### src/sv/stc_pkg.sv
`timescale 1ns / 1ps
`default_nettype none
// ----------------------------------------------------------------------------
// stc_pkg: shared constants, a type and a function
// Reciprocal constants for the constant divisions, calendar constants, the
// month start table and the record that passes between the two halves.
// ----------------------------------------------------------------------------
package stc_pkg;

	localparam int unsigned SecondsW = 32;

	// floor(x / 60) == (x * RecipDiv60) >> Div60Shift for every 32-bit x.
	localparam logic [31:0] RecipDiv60 = 32'h8888_8889;
	localparam int unsigned Div60Shift = 37;

	// floor(x / 3) == (x * RecipDiv3) >> Div3Shift for every 32-bit x.
	localparam logic [31:0] RecipDiv3 = 32'hAAAA_AAAB;
	localparam int unsigned Div3Shift = 33;

	// floor(x / 1461) == (x * RecipDiv1461) >> Div1461Shift for every 16-bit x.
	localparam logic [15:0] RecipDiv1461 = 16'd45934;
	localparam int unsigned Div1461Shift = 26;

	localparam int unsigned SecsPerMin = 60;
	localparam int unsigned HoursPerDay = 24;
	localparam int unsigned DaysPerYear = 365;
	localparam int unsigned DaysLeapYear = DaysPerYear + 1;
	localparam int unsigned DaysPerCycle = 4 * DaysPerYear + 1;
	localparam int unsigned BaseYear = 2000;

	// Time of day plus the whole-day count, handed from the time half to the
	// date half.
	typedef struct packed {
		logic [15:0] days;
		logic [4:0]  hour;
		logic [5:0]  minute;
		logic [5:0]  second;
	} stc_mid_t;

	// First 0-based day of month m (0 is January); one day later from March on
	// in a leap year.
	function automatic logic [8:0] month_start(input logic [3:0] m, input logic leap);
		logic [8:0] s;
		case (m)
			4'd0:    s = 9'd0;
			4'd1:    s = 9'd31;
			4'd2:    s = 9'd59;
			4'd3:    s = 9'd90;
			4'd4:    s = 9'd120;
			4'd5:    s = 9'd151;
			4'd6:    s = 9'd181;
			4'd7:    s = 9'd212;
			4'd8:    s = 9'd243;
			4'd9:    s = 9'd273;
			4'd10:   s = 9'd304;
			default: s = 9'd334;
		endcase
		if (leap && (m >= 4'd2)) begin
			s = s + 9'd1;
		end
		return s;
	endfunction

endpackage
`default_nettype wire

### src/sv/stc_if.sv
`timescale 1ns / 1ps
`default_nettype none
// ----------------------------------------------------------------------------
// stc_in_if / stc_out_if: valid-ready channels
// The input channel carries a seconds count, the output channel a date.
// ----------------------------------------------------------------------------
interface stc_in_if import stc_pkg::*; ();
	logic                valid;
	logic                ready;
	logic [SecondsW-1:0] seconds_since_2000;

	modport source(output valid, output seconds_since_2000, input ready);
	modport sink(input valid, input seconds_since_2000, output ready);
endinterface

interface stc_out_if;
	logic        valid;
	logic        ready;
	logic [5:0]  second_of_minute;
	logic [5:0]  minute_of_hour;
	logic [4:0]  hour_of_day;
	logic [4:0]  day_of_month;
	logic [3:0]  month_of_year;
	logic [11:0] full_year;
	logic        is_leap;

	modport source(output valid, output second_of_minute, output minute_of_hour,
		output hour_of_day, output day_of_month, output month_of_year,
		output full_year, output is_leap, input ready);
	modport sink(input valid, input second_of_minute, input minute_of_hour,
		input hour_of_day, input day_of_month, input month_of_year,
		input full_year, input is_leap, output ready);
endinterface
`default_nettype wire

### src/sv/stc_time_split.sv
`timescale 1ns / 1ps
`default_nettype none
// ----------------------------------------------------------------------------
// stc_time_split: seconds count to time of day and day count
// Four stages: divide by 60, divide by 60, divide by 24, hour remainder.
// ----------------------------------------------------------------------------
module stc_time_split import stc_pkg::*; (
	input  wire logic  clk,
	input  wire logic  arst_n,
	stc_in_if.sink     stamp,
	output logic       mid_valid,
	input  wire logic  mid_ready,
	output stc_mid_t   mid
);

	logic en1, en2, en3, en4;
	logic v_s1, v_s2, v_s3, v_s4;

	logic [63:0] prod1, prod2, prod3;
	logic [11:0] mul_sec, mul_min;
	logic [9:0]  mul_hour;

	logic [26:0] quo_s1;
	logic [5:0]  tlo_s1;
	logic [20:0] quo_s2;
	logic [5:0]  qlo_s2;
	logic [5:0]  sec_s2;
	logic [15:0] days_s3;
	logic [4:0]  hlo_s3;
	logic [5:0]  min_s3;
	logic [5:0]  sec_s3;
	stc_mid_t    mid_s4;

	// A stage moves when it is empty or the stage after it moves.
	assign en4 = !v_s4 || mid_ready;
	assign en3 = !v_s3 || en4;
	assign en2 = !v_s2 || en3;
	assign en1 = !v_s1 || en2;
	assign stamp.ready = en1;

	assign prod1 = {32'd0, stamp.seconds_since_2000} * {32'd0, RecipDiv60};
	assign prod2 = {37'd0, quo_s1} * {32'd0, RecipDiv60};
	assign prod3 = {46'd0, quo_s2[20:3]} * {32'd0, RecipDiv3};

	// Remainders only need the low bits, since each one is below 64.
	assign mul_sec  = {6'd0, quo_s1[5:0]} * 12'(SecsPerMin);
	assign mul_min  = {6'd0, quo_s2[5:0]} * 12'(SecsPerMin);
	assign mul_hour = {5'd0, days_s3[4:0]} * 10'(HoursPerDay);

	always_ff @(posedge clk or negedge arst_n) begin
		if (!arst_n) begin
			v_s1 <= 1'b0;
			v_s2 <= 1'b0;
			v_s3 <= 1'b0;
			v_s4 <= 1'b0;
		end else begin
			if (en1) v_s1 <= stamp.valid;
			if (en2) v_s2 <= v_s1;
			if (en3) v_s3 <= v_s2;
			if (en4) v_s4 <= v_s3;
		end
	end

	always_ff @(posedge clk) begin
		if (en1 && stamp.valid) begin
			quo_s1 <= prod1[63:Div60Shift];
			tlo_s1 <= stamp.seconds_since_2000[5:0];
		end
		if (en2 && v_s1) begin
			quo_s2 <= prod2[Div60Shift+20:Div60Shift];
			qlo_s2 <= quo_s1[5:0];
			sec_s2 <= tlo_s1 - mul_sec[5:0];
		end
		if (en3 && v_s2) begin
			days_s3 <= prod3[Div3Shift+15:Div3Shift];
			hlo_s3  <= quo_s2[4:0];
			min_s3  <= qlo_s2 - mul_min[5:0];
			sec_s3  <= sec_s2;
		end
		if (en4 && v_s3) begin
			mid_s4.days   <= days_s3;
			mid_s4.hour   <= hlo_s3 - mul_hour[4:0];
			mid_s4.minute <= min_s3;
			mid_s4.second <= sec_s3;
		end
	end

	assign mid_valid = v_s4;
	assign mid       = mid_s4;

	a_sec_range: assert property (@(posedge clk) disable iff (!arst_n)
		v_s3 |-> (sec_s3 < 6'(SecsPerMin)) && (min_s3 < 6'(SecsPerMin)))
		else $error("time split: second or minute out of range");

	a_hour_range: assert property (@(posedge clk) disable iff (!arst_n)
		v_s4 |-> (mid_s4.hour < 5'(HoursPerDay)) && (mid_s4.days <= 16'd49710))
		else $error("time split: hour or day count out of range");

	a_mid_hold: assert property (@(posedge clk) disable iff (!arst_n)
		mid_valid && !mid_ready |=> mid_valid && $stable(mid))
		else $error("time split: stalled output changed");

endmodule
`default_nettype wire

### src/sv/stc_date_split.sv
`timescale 1ns / 1ps
`default_nettype none
// ----------------------------------------------------------------------------
// stc_date_split: day count to year, month and day of month
// Four stages: four-year cycle, day within cycle, year and day of year,
// month search and output register.
// ----------------------------------------------------------------------------
module stc_date_split import stc_pkg::*; (
	input  wire logic     clk,
	input  wire logic     arst_n,
	input  wire logic     mid_valid,
	output logic          mid_ready,
	input  wire stc_mid_t mid,
	stc_out_if.source     date
);

	logic en1, en2, en3, en4;
	logic v_d1, v_d2, v_d3, v_d4;

	logic [31:0] prod_cyc;
	logic [15:0] cyc_days;
	logic [10:0] rest;
	logic [1:0]  yic;
	logic [8:0]  doy;
	logic        leap;
	logic [3:0]  month_idx;
	logic [8:0]  mstart;

	stc_mid_t    mid_d1;
	logic [5:0]  cyc_d1;
	stc_mid_t    mid_d2;
	logic [10:0] rem_d2;
	logic [5:0]  cyc_d2;
	stc_mid_t    mid_d3;
	logic [8:0]  doy_d3;
	logic        leap_d3;
	logic [11:0] year_d3;

	assign en4 = !v_d4 || date.ready;
	assign en3 = !v_d3 || en4;
	assign en2 = !v_d2 || en3;
	assign en1 = !v_d1 || en2;
	assign mid_ready = en1;

	assign prod_cyc = {16'd0, mid.days} * {16'd0, RecipDiv1461};
	assign cyc_days = {10'd0, cyc_d1} * 16'(DaysPerCycle);

	// Leap year first in each cycle, then three common years.
	always_comb begin
		rest = 11'd0;
		yic  = 2'd0;
		doy  = rem_d2[8:0];
		leap = 1'b1;
		if (rem_d2 >= 11'(DaysLeapYear)) begin
			leap = 1'b0;
			rest = rem_d2 - 11'(DaysLeapYear);
			if (rest < 11'(DaysPerYear)) begin
				yic = 2'd1;
				doy = rest[8:0];
			end else if (rest < 11'(2 * DaysPerYear)) begin
				yic = 2'd2;
				doy = 9'(rest - 11'(DaysPerYear));
			end else begin
				yic = 2'd3;
				doy = 9'(rest - 11'(2 * DaysPerYear));
			end
		end
	end

	// The month starts rise, so the month index is the number of later months
	// that have already begun.
	always_comb begin
		month_idx = 4'd0;
		for (int k = 1; k < 12; k++) begin
			if (doy_d3 >= month_start(4'(k), leap_d3)) begin
				month_idx = month_idx + 4'd1;
			end
		end
	end
	assign mstart = month_start(month_idx, leap_d3);

	always_ff @(posedge clk or negedge arst_n) begin
		if (!arst_n) begin
			v_d1 <= 1'b0;
			v_d2 <= 1'b0;
			v_d3 <= 1'b0;
			v_d4 <= 1'b0;
		end else begin
			if (en1) v_d1 <= mid_valid;
			if (en2) v_d2 <= v_d1;
			if (en3) v_d3 <= v_d2;
			if (en4) v_d4 <= v_d3;
		end
	end

	always_ff @(posedge clk) begin
		if (en1 && mid_valid) begin
			mid_d1 <= mid;
			cyc_d1 <= prod_cyc[Div1461Shift+5:Div1461Shift];
		end
		if (en2 && v_d1) begin
			mid_d2 <= mid_d1;
			cyc_d2 <= cyc_d1;
			rem_d2 <= 11'(mid_d1.days - cyc_days);
		end
		if (en3 && v_d2) begin
			mid_d3  <= mid_d2;
			doy_d3  <= doy;
			leap_d3 <= leap;
			year_d3 <= 12'(BaseYear) + {4'd0, cyc_d2, 2'b00} + {10'd0, yic};
		end
		if (en4 && v_d3) begin
			date.second_of_minute <= mid_d3.second;
			date.minute_of_hour   <= mid_d3.minute;
			date.hour_of_day      <= mid_d3.hour;
			date.day_of_month     <= 5'(doy_d3 - mstart + 9'd1);
			date.month_of_year    <= month_idx + 4'd1;
			date.full_year        <= year_d3;
			date.is_leap          <= leap_d3;
		end
	end

	assign date.valid = v_d4;

	a_rem_range: assert property (@(posedge clk) disable iff (!arst_n)
		v_d2 |-> (rem_d2 < 11'(DaysPerCycle)))
		else $error("date split: day within cycle out of range");

	a_doy_range: assert property (@(posedge clk) disable iff (!arst_n)
		v_d3 |-> (doy_d3 < (leap_d3 ? 9'(DaysLeapYear) : 9'(DaysPerYear))))
		else $error("date split: day of year out of range");

	a_date_fields: assert property (@(posedge clk) disable iff (!arst_n)
		date.valid |-> (date.month_of_year >= 4'd1) && (date.month_of_year <= 4'd12)
			&& (date.day_of_month >= 5'd1))
		else $error("date split: month or day out of range");

	a_leap_flag: assert property (@(posedge clk) disable iff (!arst_n)
		date.valid |-> (date.is_leap == (date.full_year[1:0] == 2'b00)))
		else $error("date split: leap flag disagrees with year");

endmodule
`default_nettype wire

### src/sv/seconds_to_calendar_date_core.sv
`timescale 1ns / 1ps
`default_nettype none
// ----------------------------------------------------------------------------
// seconds_to_calendar_date_core: seconds since 2000 to calendar date
// Splits a 32-bit count of seconds since 2000-01-01 00:00:00 into second,
// minute, hour, day of month, month, full year and a leap flag. Every fourth
// year from 2000 is a leap year.
// ----------------------------------------------------------------------------
//
//  Channel  Role    Payload
//  -------  ------  ---------------------------------------------------------
//  stamp    sink    seconds_since_2000 (32 bits)
//  date     source  second_of_minute, minute_of_hour, hour_of_day,
//                   day_of_month, month_of_year, full_year, is_leap
//
// One transaction enters per clock cycle while no stall on date.ready reaches
// the input. It passes four stages in the time half (two divisions by 60 and
// one by 24, each a reciprocal multiply, then the hour remainder) and four in
// the date half (four-year cycle, day within the cycle, year, month search).
// Reset clears only the valid bits of the eight stages; no data is cleared.
// A stage advances when it is empty or the stage after it advances, so a
// stall on date.ready holds every full stage in place while empty stages
// still fill, and no transaction is lost or repeated.
//
module seconds_to_calendar_date_core import stc_pkg::*; (
	input wire logic  clk,
	input wire logic  arst_n,
	stc_in_if.sink    stamp,
	stc_out_if.source date
);

	// Time of day and whole-day count between the two halves.
	logic     mid_valid;
	logic     mid_ready;
	stc_mid_t mid;

	stc_time_split u_time (
		.clk       (clk),
		.arst_n    (arst_n),
		.stamp     (stamp),
		.mid_valid (mid_valid),
		.mid_ready (mid_ready),
		.mid       (mid)
	);

	stc_date_split u_date (
		.clk       (clk),
		.arst_n    (arst_n),
		.mid_valid (mid_valid),
		.mid_ready (mid_ready),
		.mid       (mid),
		.date      (date)
	);

endmodule
`default_nettype wire
### src/flat_wrapper.sv
// flat-port wrapper written by rule: the top's interface ports become plain ports
module seconds_to_calendar_date_core_flat import stc_pkg::*;
  (clk, arst_n, stamp_valid, stamp_seconds_since_2000, stamp_ready, date_valid, date_second_of_minute, date_minute_of_hour, date_hour_of_day, date_day_of_month, date_month_of_year, date_full_year, date_is_leap, date_ready);
  stc_in_if stamp_i ();
  stc_out_if date_i ();
  input wire logic clk;
  input wire logic arst_n;
  input wire logic [$bits(stamp_i.valid)-1:0] stamp_valid;
  input wire logic [$bits(stamp_i.seconds_since_2000)-1:0] stamp_seconds_since_2000;
  output wire logic [$bits(stamp_i.ready)-1:0] stamp_ready;
  output wire logic [$bits(date_i.valid)-1:0] date_valid;
  output wire logic [$bits(date_i.second_of_minute)-1:0] date_second_of_minute;
  output wire logic [$bits(date_i.minute_of_hour)-1:0] date_minute_of_hour;
  output wire logic [$bits(date_i.hour_of_day)-1:0] date_hour_of_day;
  output wire logic [$bits(date_i.day_of_month)-1:0] date_day_of_month;
  output wire logic [$bits(date_i.month_of_year)-1:0] date_month_of_year;
  output wire logic [$bits(date_i.full_year)-1:0] date_full_year;
  output wire logic [$bits(date_i.is_leap)-1:0] date_is_leap;
  input wire logic [$bits(date_i.ready)-1:0] date_ready;
  assign stamp_i.valid = stamp_valid;
  assign stamp_i.seconds_since_2000 = stamp_seconds_since_2000;
  assign stamp_ready = stamp_i.ready;
  assign date_valid = date_i.valid;
  assign date_second_of_minute = date_i.second_of_minute;
  assign date_minute_of_hour = date_i.minute_of_hour;
  assign date_hour_of_day = date_i.hour_of_day;
  assign date_day_of_month = date_i.day_of_month;
  assign date_month_of_year = date_i.month_of_year;
  assign date_full_year = date_i.full_year;
  assign date_is_leap = date_i.is_leap;
  assign date_i.ready = date_ready;
  seconds_to_calendar_date_core u_core (.clk(clk), .arst_n(arst_n), .stamp(stamp_i), .date(date_i));
endmodule
### config.mk
export PLATFORM = sky130hd
export DESIGN_NAME = seconds_to_calendar_date_core_flat
export DESIGN_NICKNAME = d
export VERILOG_FILES = /design/src/sv/stc_pkg.sv /design/src/sv/stc_if.sv /design/src/sv/stc_time_split.sv /design/src/sv/stc_date_split.sv /design/src/sv/seconds_to_calendar_date_core.sv /design/src/flat_wrapper.sv
export SDC_FILE = /design/constraint.sdc
export NUM_CORES = 2
export LEC_CHECK = 0
export BUFFER_PORTS_ARGS = -buffer_cell sky130_fd_sc_hd__buf_4
export CORE_ASPECT_RATIO = 1.75
export CORE_MARGIN = 4
export CORE_UTILIZATION = 48
export CTS_BUF_LIST = sky130_fd_sc_hd__clkbuf_16
export CTS_CLUSTER_DIAMETER = 120
export CTS_CLUSTER_SIZE = 8
export DETAILED_ROUTE_END_ITERATION = 10
export PLACE_DENSITY = 0.62
export SKIP_LAST_GASP = 1
export SLEW_MARGIN = 20
export SYNTH_ARGS = -nofsm -noshare
export SYNTH_HDL_FRONTEND = slang
export SYNTH_SLANG_ARGS = --single-unit
export TNS_END_PERCENT = 20
### constraint.sdc
create_clock -name clk -period 16 [get_ports clk]
set_input_delay 3.2 -clock clk [delete_from_list [all_inputs] [get_ports clk]]
set_output_delay 3.2 -clock clk [all_outputs]
set_load 0.02 [all_outputs]
==> flow_metrics.env <==
export IMPL_start_util=0.485
export IMPL_crit_required_ns=16.32
export IMPL_holdCritPathClass="flip-flop to flip-flop"
export IMPL_hold_viol=0
export IMPL_setup_viol=0
export IMPL_tritoncts="yes"
export IMPL_synth_compound_area_frac=0.0684
export IMPL_synth_area_leaders="ha_1, fa_1, edfxtp_1, inv_1, xnor2_1"
export IMPL_remaining_drc_errors=0
export IMPL_syn_nets=4591
export IMPL_cts_buffers=41
export IMPL_synthAdderAreaFrac=0.530
export IMPL_route_vias_total=23200
export IMPL_worst_slack_ns=5.46
export IMPL_critPathArrivalTime_ns=10.86
export IMPL_viasPerCell=5.25
export IMPL_synth_xor_area_frac=0.0383
export IMPL_yosysSeqAreaShare=0.228
export IMPL_synthArstFlopShare=0.0282
export IMPL_status="finished clean"
export IMPL_clock_path_buffers=3
export IMPL_yosys_top_cells_count="ha_1, inv_1, fa_1"
export IMPL_max_freq_mhz=94.8
export IMPL_drtAntennaViolNets=0
export IMPL_grt_setup_unrepaired="no"
export IMPL_rows=134
export IMPL_antenna_found_initial=1
export IMPL_portBuffers=76
export IMPL_postRouteWirelength_mm=81.3
export IMPL_yosys_area_share_simple=0.0502
export IMPL_critical_path_class="flip-flop to flip-flop"
export IMPL_numClockSinks=284
export IMPL_chipWidth_um=218
export IMPL_final_min_clock_period_ns=10.54
export IMPL_dpl_worst_slack_ns=5.44
export IMPL_post_cts_buffers=0
export IMPL_ys_warn_count=0
export IMPL_synth_edf_count=276
export IMPL_dieHeight_um=376
export IMPL_clk_pin_slew_ns=0.05
export IMPL_core_area_um2=76600
export IMPL_ys_types=86
export IMPL_drv_slew=0
export IMPL_cp_start_kind="flip-flop"
export IMPL_synth_top_family_by_area="adder cells"
export IMPL_end_kind="flip-flop"
export IMPL_netlist_area_um2=37200
export IMPL_synth_avg_cell_area_um2=11.4
export IMPL_slew_headroom=0.290
export IMPL_post_synth_top_area_cell="ha_1"
export IMPL_synth_cells=3270
export IMPL_gp_congestion=0.954
export IMPL_overflow=0
export IMPL_cp_max_fo=12
export IMPL_synth_most_common_cell="ha_1"
export IMPL_hold_ws_ns=0.380
export IMPL_hold_buffers=0
export IMPL_fin_setup_tns_ns=0
export IMPL_worstMarginPinSlew_ns=1.06
export IMPL_grt_max_degree=39
export IMPL_globalRouteTotalUtil=0.207
export IMPL_maxCapViolCount=0
export IMPL_slowest_delay_ns=0.58
export IMPL_dieArea_um2=82100
export IMPL_first_global_vias=25900
export IMPL_fin_skew_ns=0.0378
export IMPL_muxShareOfSynthArea=0.00246
export IMPL_htreeDepth=2
export IMPL_fin_crit_sh=0.659
export IMPL_drive_gt1_frac=0.0475
export IMPL_finalNetCount=4694
export IMPL_wire_per_inst_um=18.4
export IMPL_synth_top_cell_area_share=0.270
export IMPL_dp_hpwl_mm=70.9
export IMPL_ios=77
export IMPL_grt_first_pass_wirelength_mm=134
export IMPL_clk_latency_ns=0.57
export IMPL_post_cts_resized=0
export IMPL_crit_top_cell="ha_1"
export IMPL_ys_ff_latch=284
export IMPL_first_pass_iters=6
export IMPL_worst_path_max_delay_cell="edfxtp_1"
export IMPL_drtIter0Drc=889
export IMPL_syn2layout_area_growth_pct=8.09
export IMPL_root_buffer="clkbuf_16"
export IMPL_ys_flop_type="edfxtp_1"
metrics by stage:
stage               std cells  utilization  instance area [um2]
global route             4412        0.524                40200
floorplan                3270            -                37200
CTS                      4411        0.524                40200
global placement         4349        0.509                39000
detailed placement       4349        0.509                39000
finish                   4415        0.525                40200
flip-flops by register name, summed over array words and instances, names as in the netlist, 9 cells and up:
name,flops
u_core.u_time.mid,33
u_core.u_date.mid_d1,28
u_core.u_time.quo_s1,27
u_core.u_date.mid_d3,17
u_core.u_time.quo_s2,21
u_core.u_time.days_s3,16
u_core.u_date.rem_d2,11
u_core.u_date.date.full_year,11
u_core.u_date.mid_d2,17
u_core.u_date.year_d3,11
u_core.u_date.doy_d3,9
routing by layer:
metal | GRT usage | wire, um
met5 | 0 | 0
met3 | 0.0200 | 1940
met4 | 0.0966 | 4460
met2 | 0.408 | 46200
met1 | 0.218 | 28700
cell type report:
type	count	area [um2]
Fill cell	6841	36400
Clock inverter	21	135
Tap cell	1020	1280
Timing Repair Buffer	81	628
Multi-Input combinational cell	2176	25700
Antenna cell	3	7.51
Inverter	789	2970
Clock buffer	41	1030
Sequential cell	284	8490
placed cells by master, fill, tap and decap left out, types with 8 or more instances in the layout:
cell type | synthesis | routed
inv_1 | 787 | 804
ha_1 | 802 | 802
fa_1 | 483 | 483
edfxtp_1 | 276 | 276
xnor2_1 | 99 | 99
a21oi_1 | 98 | 98
nor2_1 | 82 | 82
buf_4 | 3 | 80
nand2_1 | 70 | 70
a21o_1 | 59 | 59
o21ai_0 | 49 | 49
xor2_1 | 41 | 41
clkbuf_16 | 0 | 41
nand3_1 | 38 | 38
nor3_1 | 27 | 27
o21a_1 | 22 | 22
nand4_1 | 20 | 20
nor2b_1 | 21 | 19
and3_1 | 18 | 18
nand2b_1 | 18 | 18
o211ai_1 | 17 | 17
o31ai_1 | 14 | 14
and2_1 | 15 | 14
a211oi_1 | 11 | 11
a211o_1 | 10 | 10
or2_2 | 10 | 10
o21bai_1 | 10 | 10
or3_1 | 9 | 9
mux2i_1 | 8 | 8
dfrtp_1 | 8 | 8
logic make-up (layout without fill, tap and decap cells):
logic type | after synthesis | after routing
compound gates | 374 | 374
buf+inv | 810 | 932
mux | 9 | 9
flops | 284 | 284
simple gates | 359 | 359
other cells | 0 | 3
fa+ha+maj | 1285 | 1285
xor+xnor | 149 | 149
path summary, 6_finish.rpt:
kind	from	to	slack, ns	cells after the start
setup reg to reg	u_core.u_date.leap_d3	u_core.u_date.date.day_of_month[4]	5.46	46
hold / removal	u_core.u_date.mid_d2[10]	u_core.u_date.mid_d3[10]	0.38	0
setup / recovery	u_core.u_date.leap_d3	u_core.u_date.date.day_of_month[4]	5.46	46
min in group asynchronous	arst_n	u_core.u_date.v_d1	2.45	1
hold reg to reg	u_core.u_date.mid_d2[10]	u_core.u_date.mid_d3[10]	0.38	0
max in group asynchronous	arst_n	u_core.u_time.v_s1	13.40	1
critical path, delay by kind of cell, from the launching register on:
family | cells | cell delay, ns
AOI/OAI and AO/OA | 12 | 2.80
xor gates and xnor gates | 7 | 0.98
adders and majority gates | 10 | 2.99
buffers and inverters | 3 | 0.47
DFF | 1 | 0.58
muxes | 3 | 0.53
and+or+nand+nor | 11 | 1.95
Power is left out: the tool's default activity adds up to more than one toggle a clock period on the data nets, which glitch-free logic cannot reach.
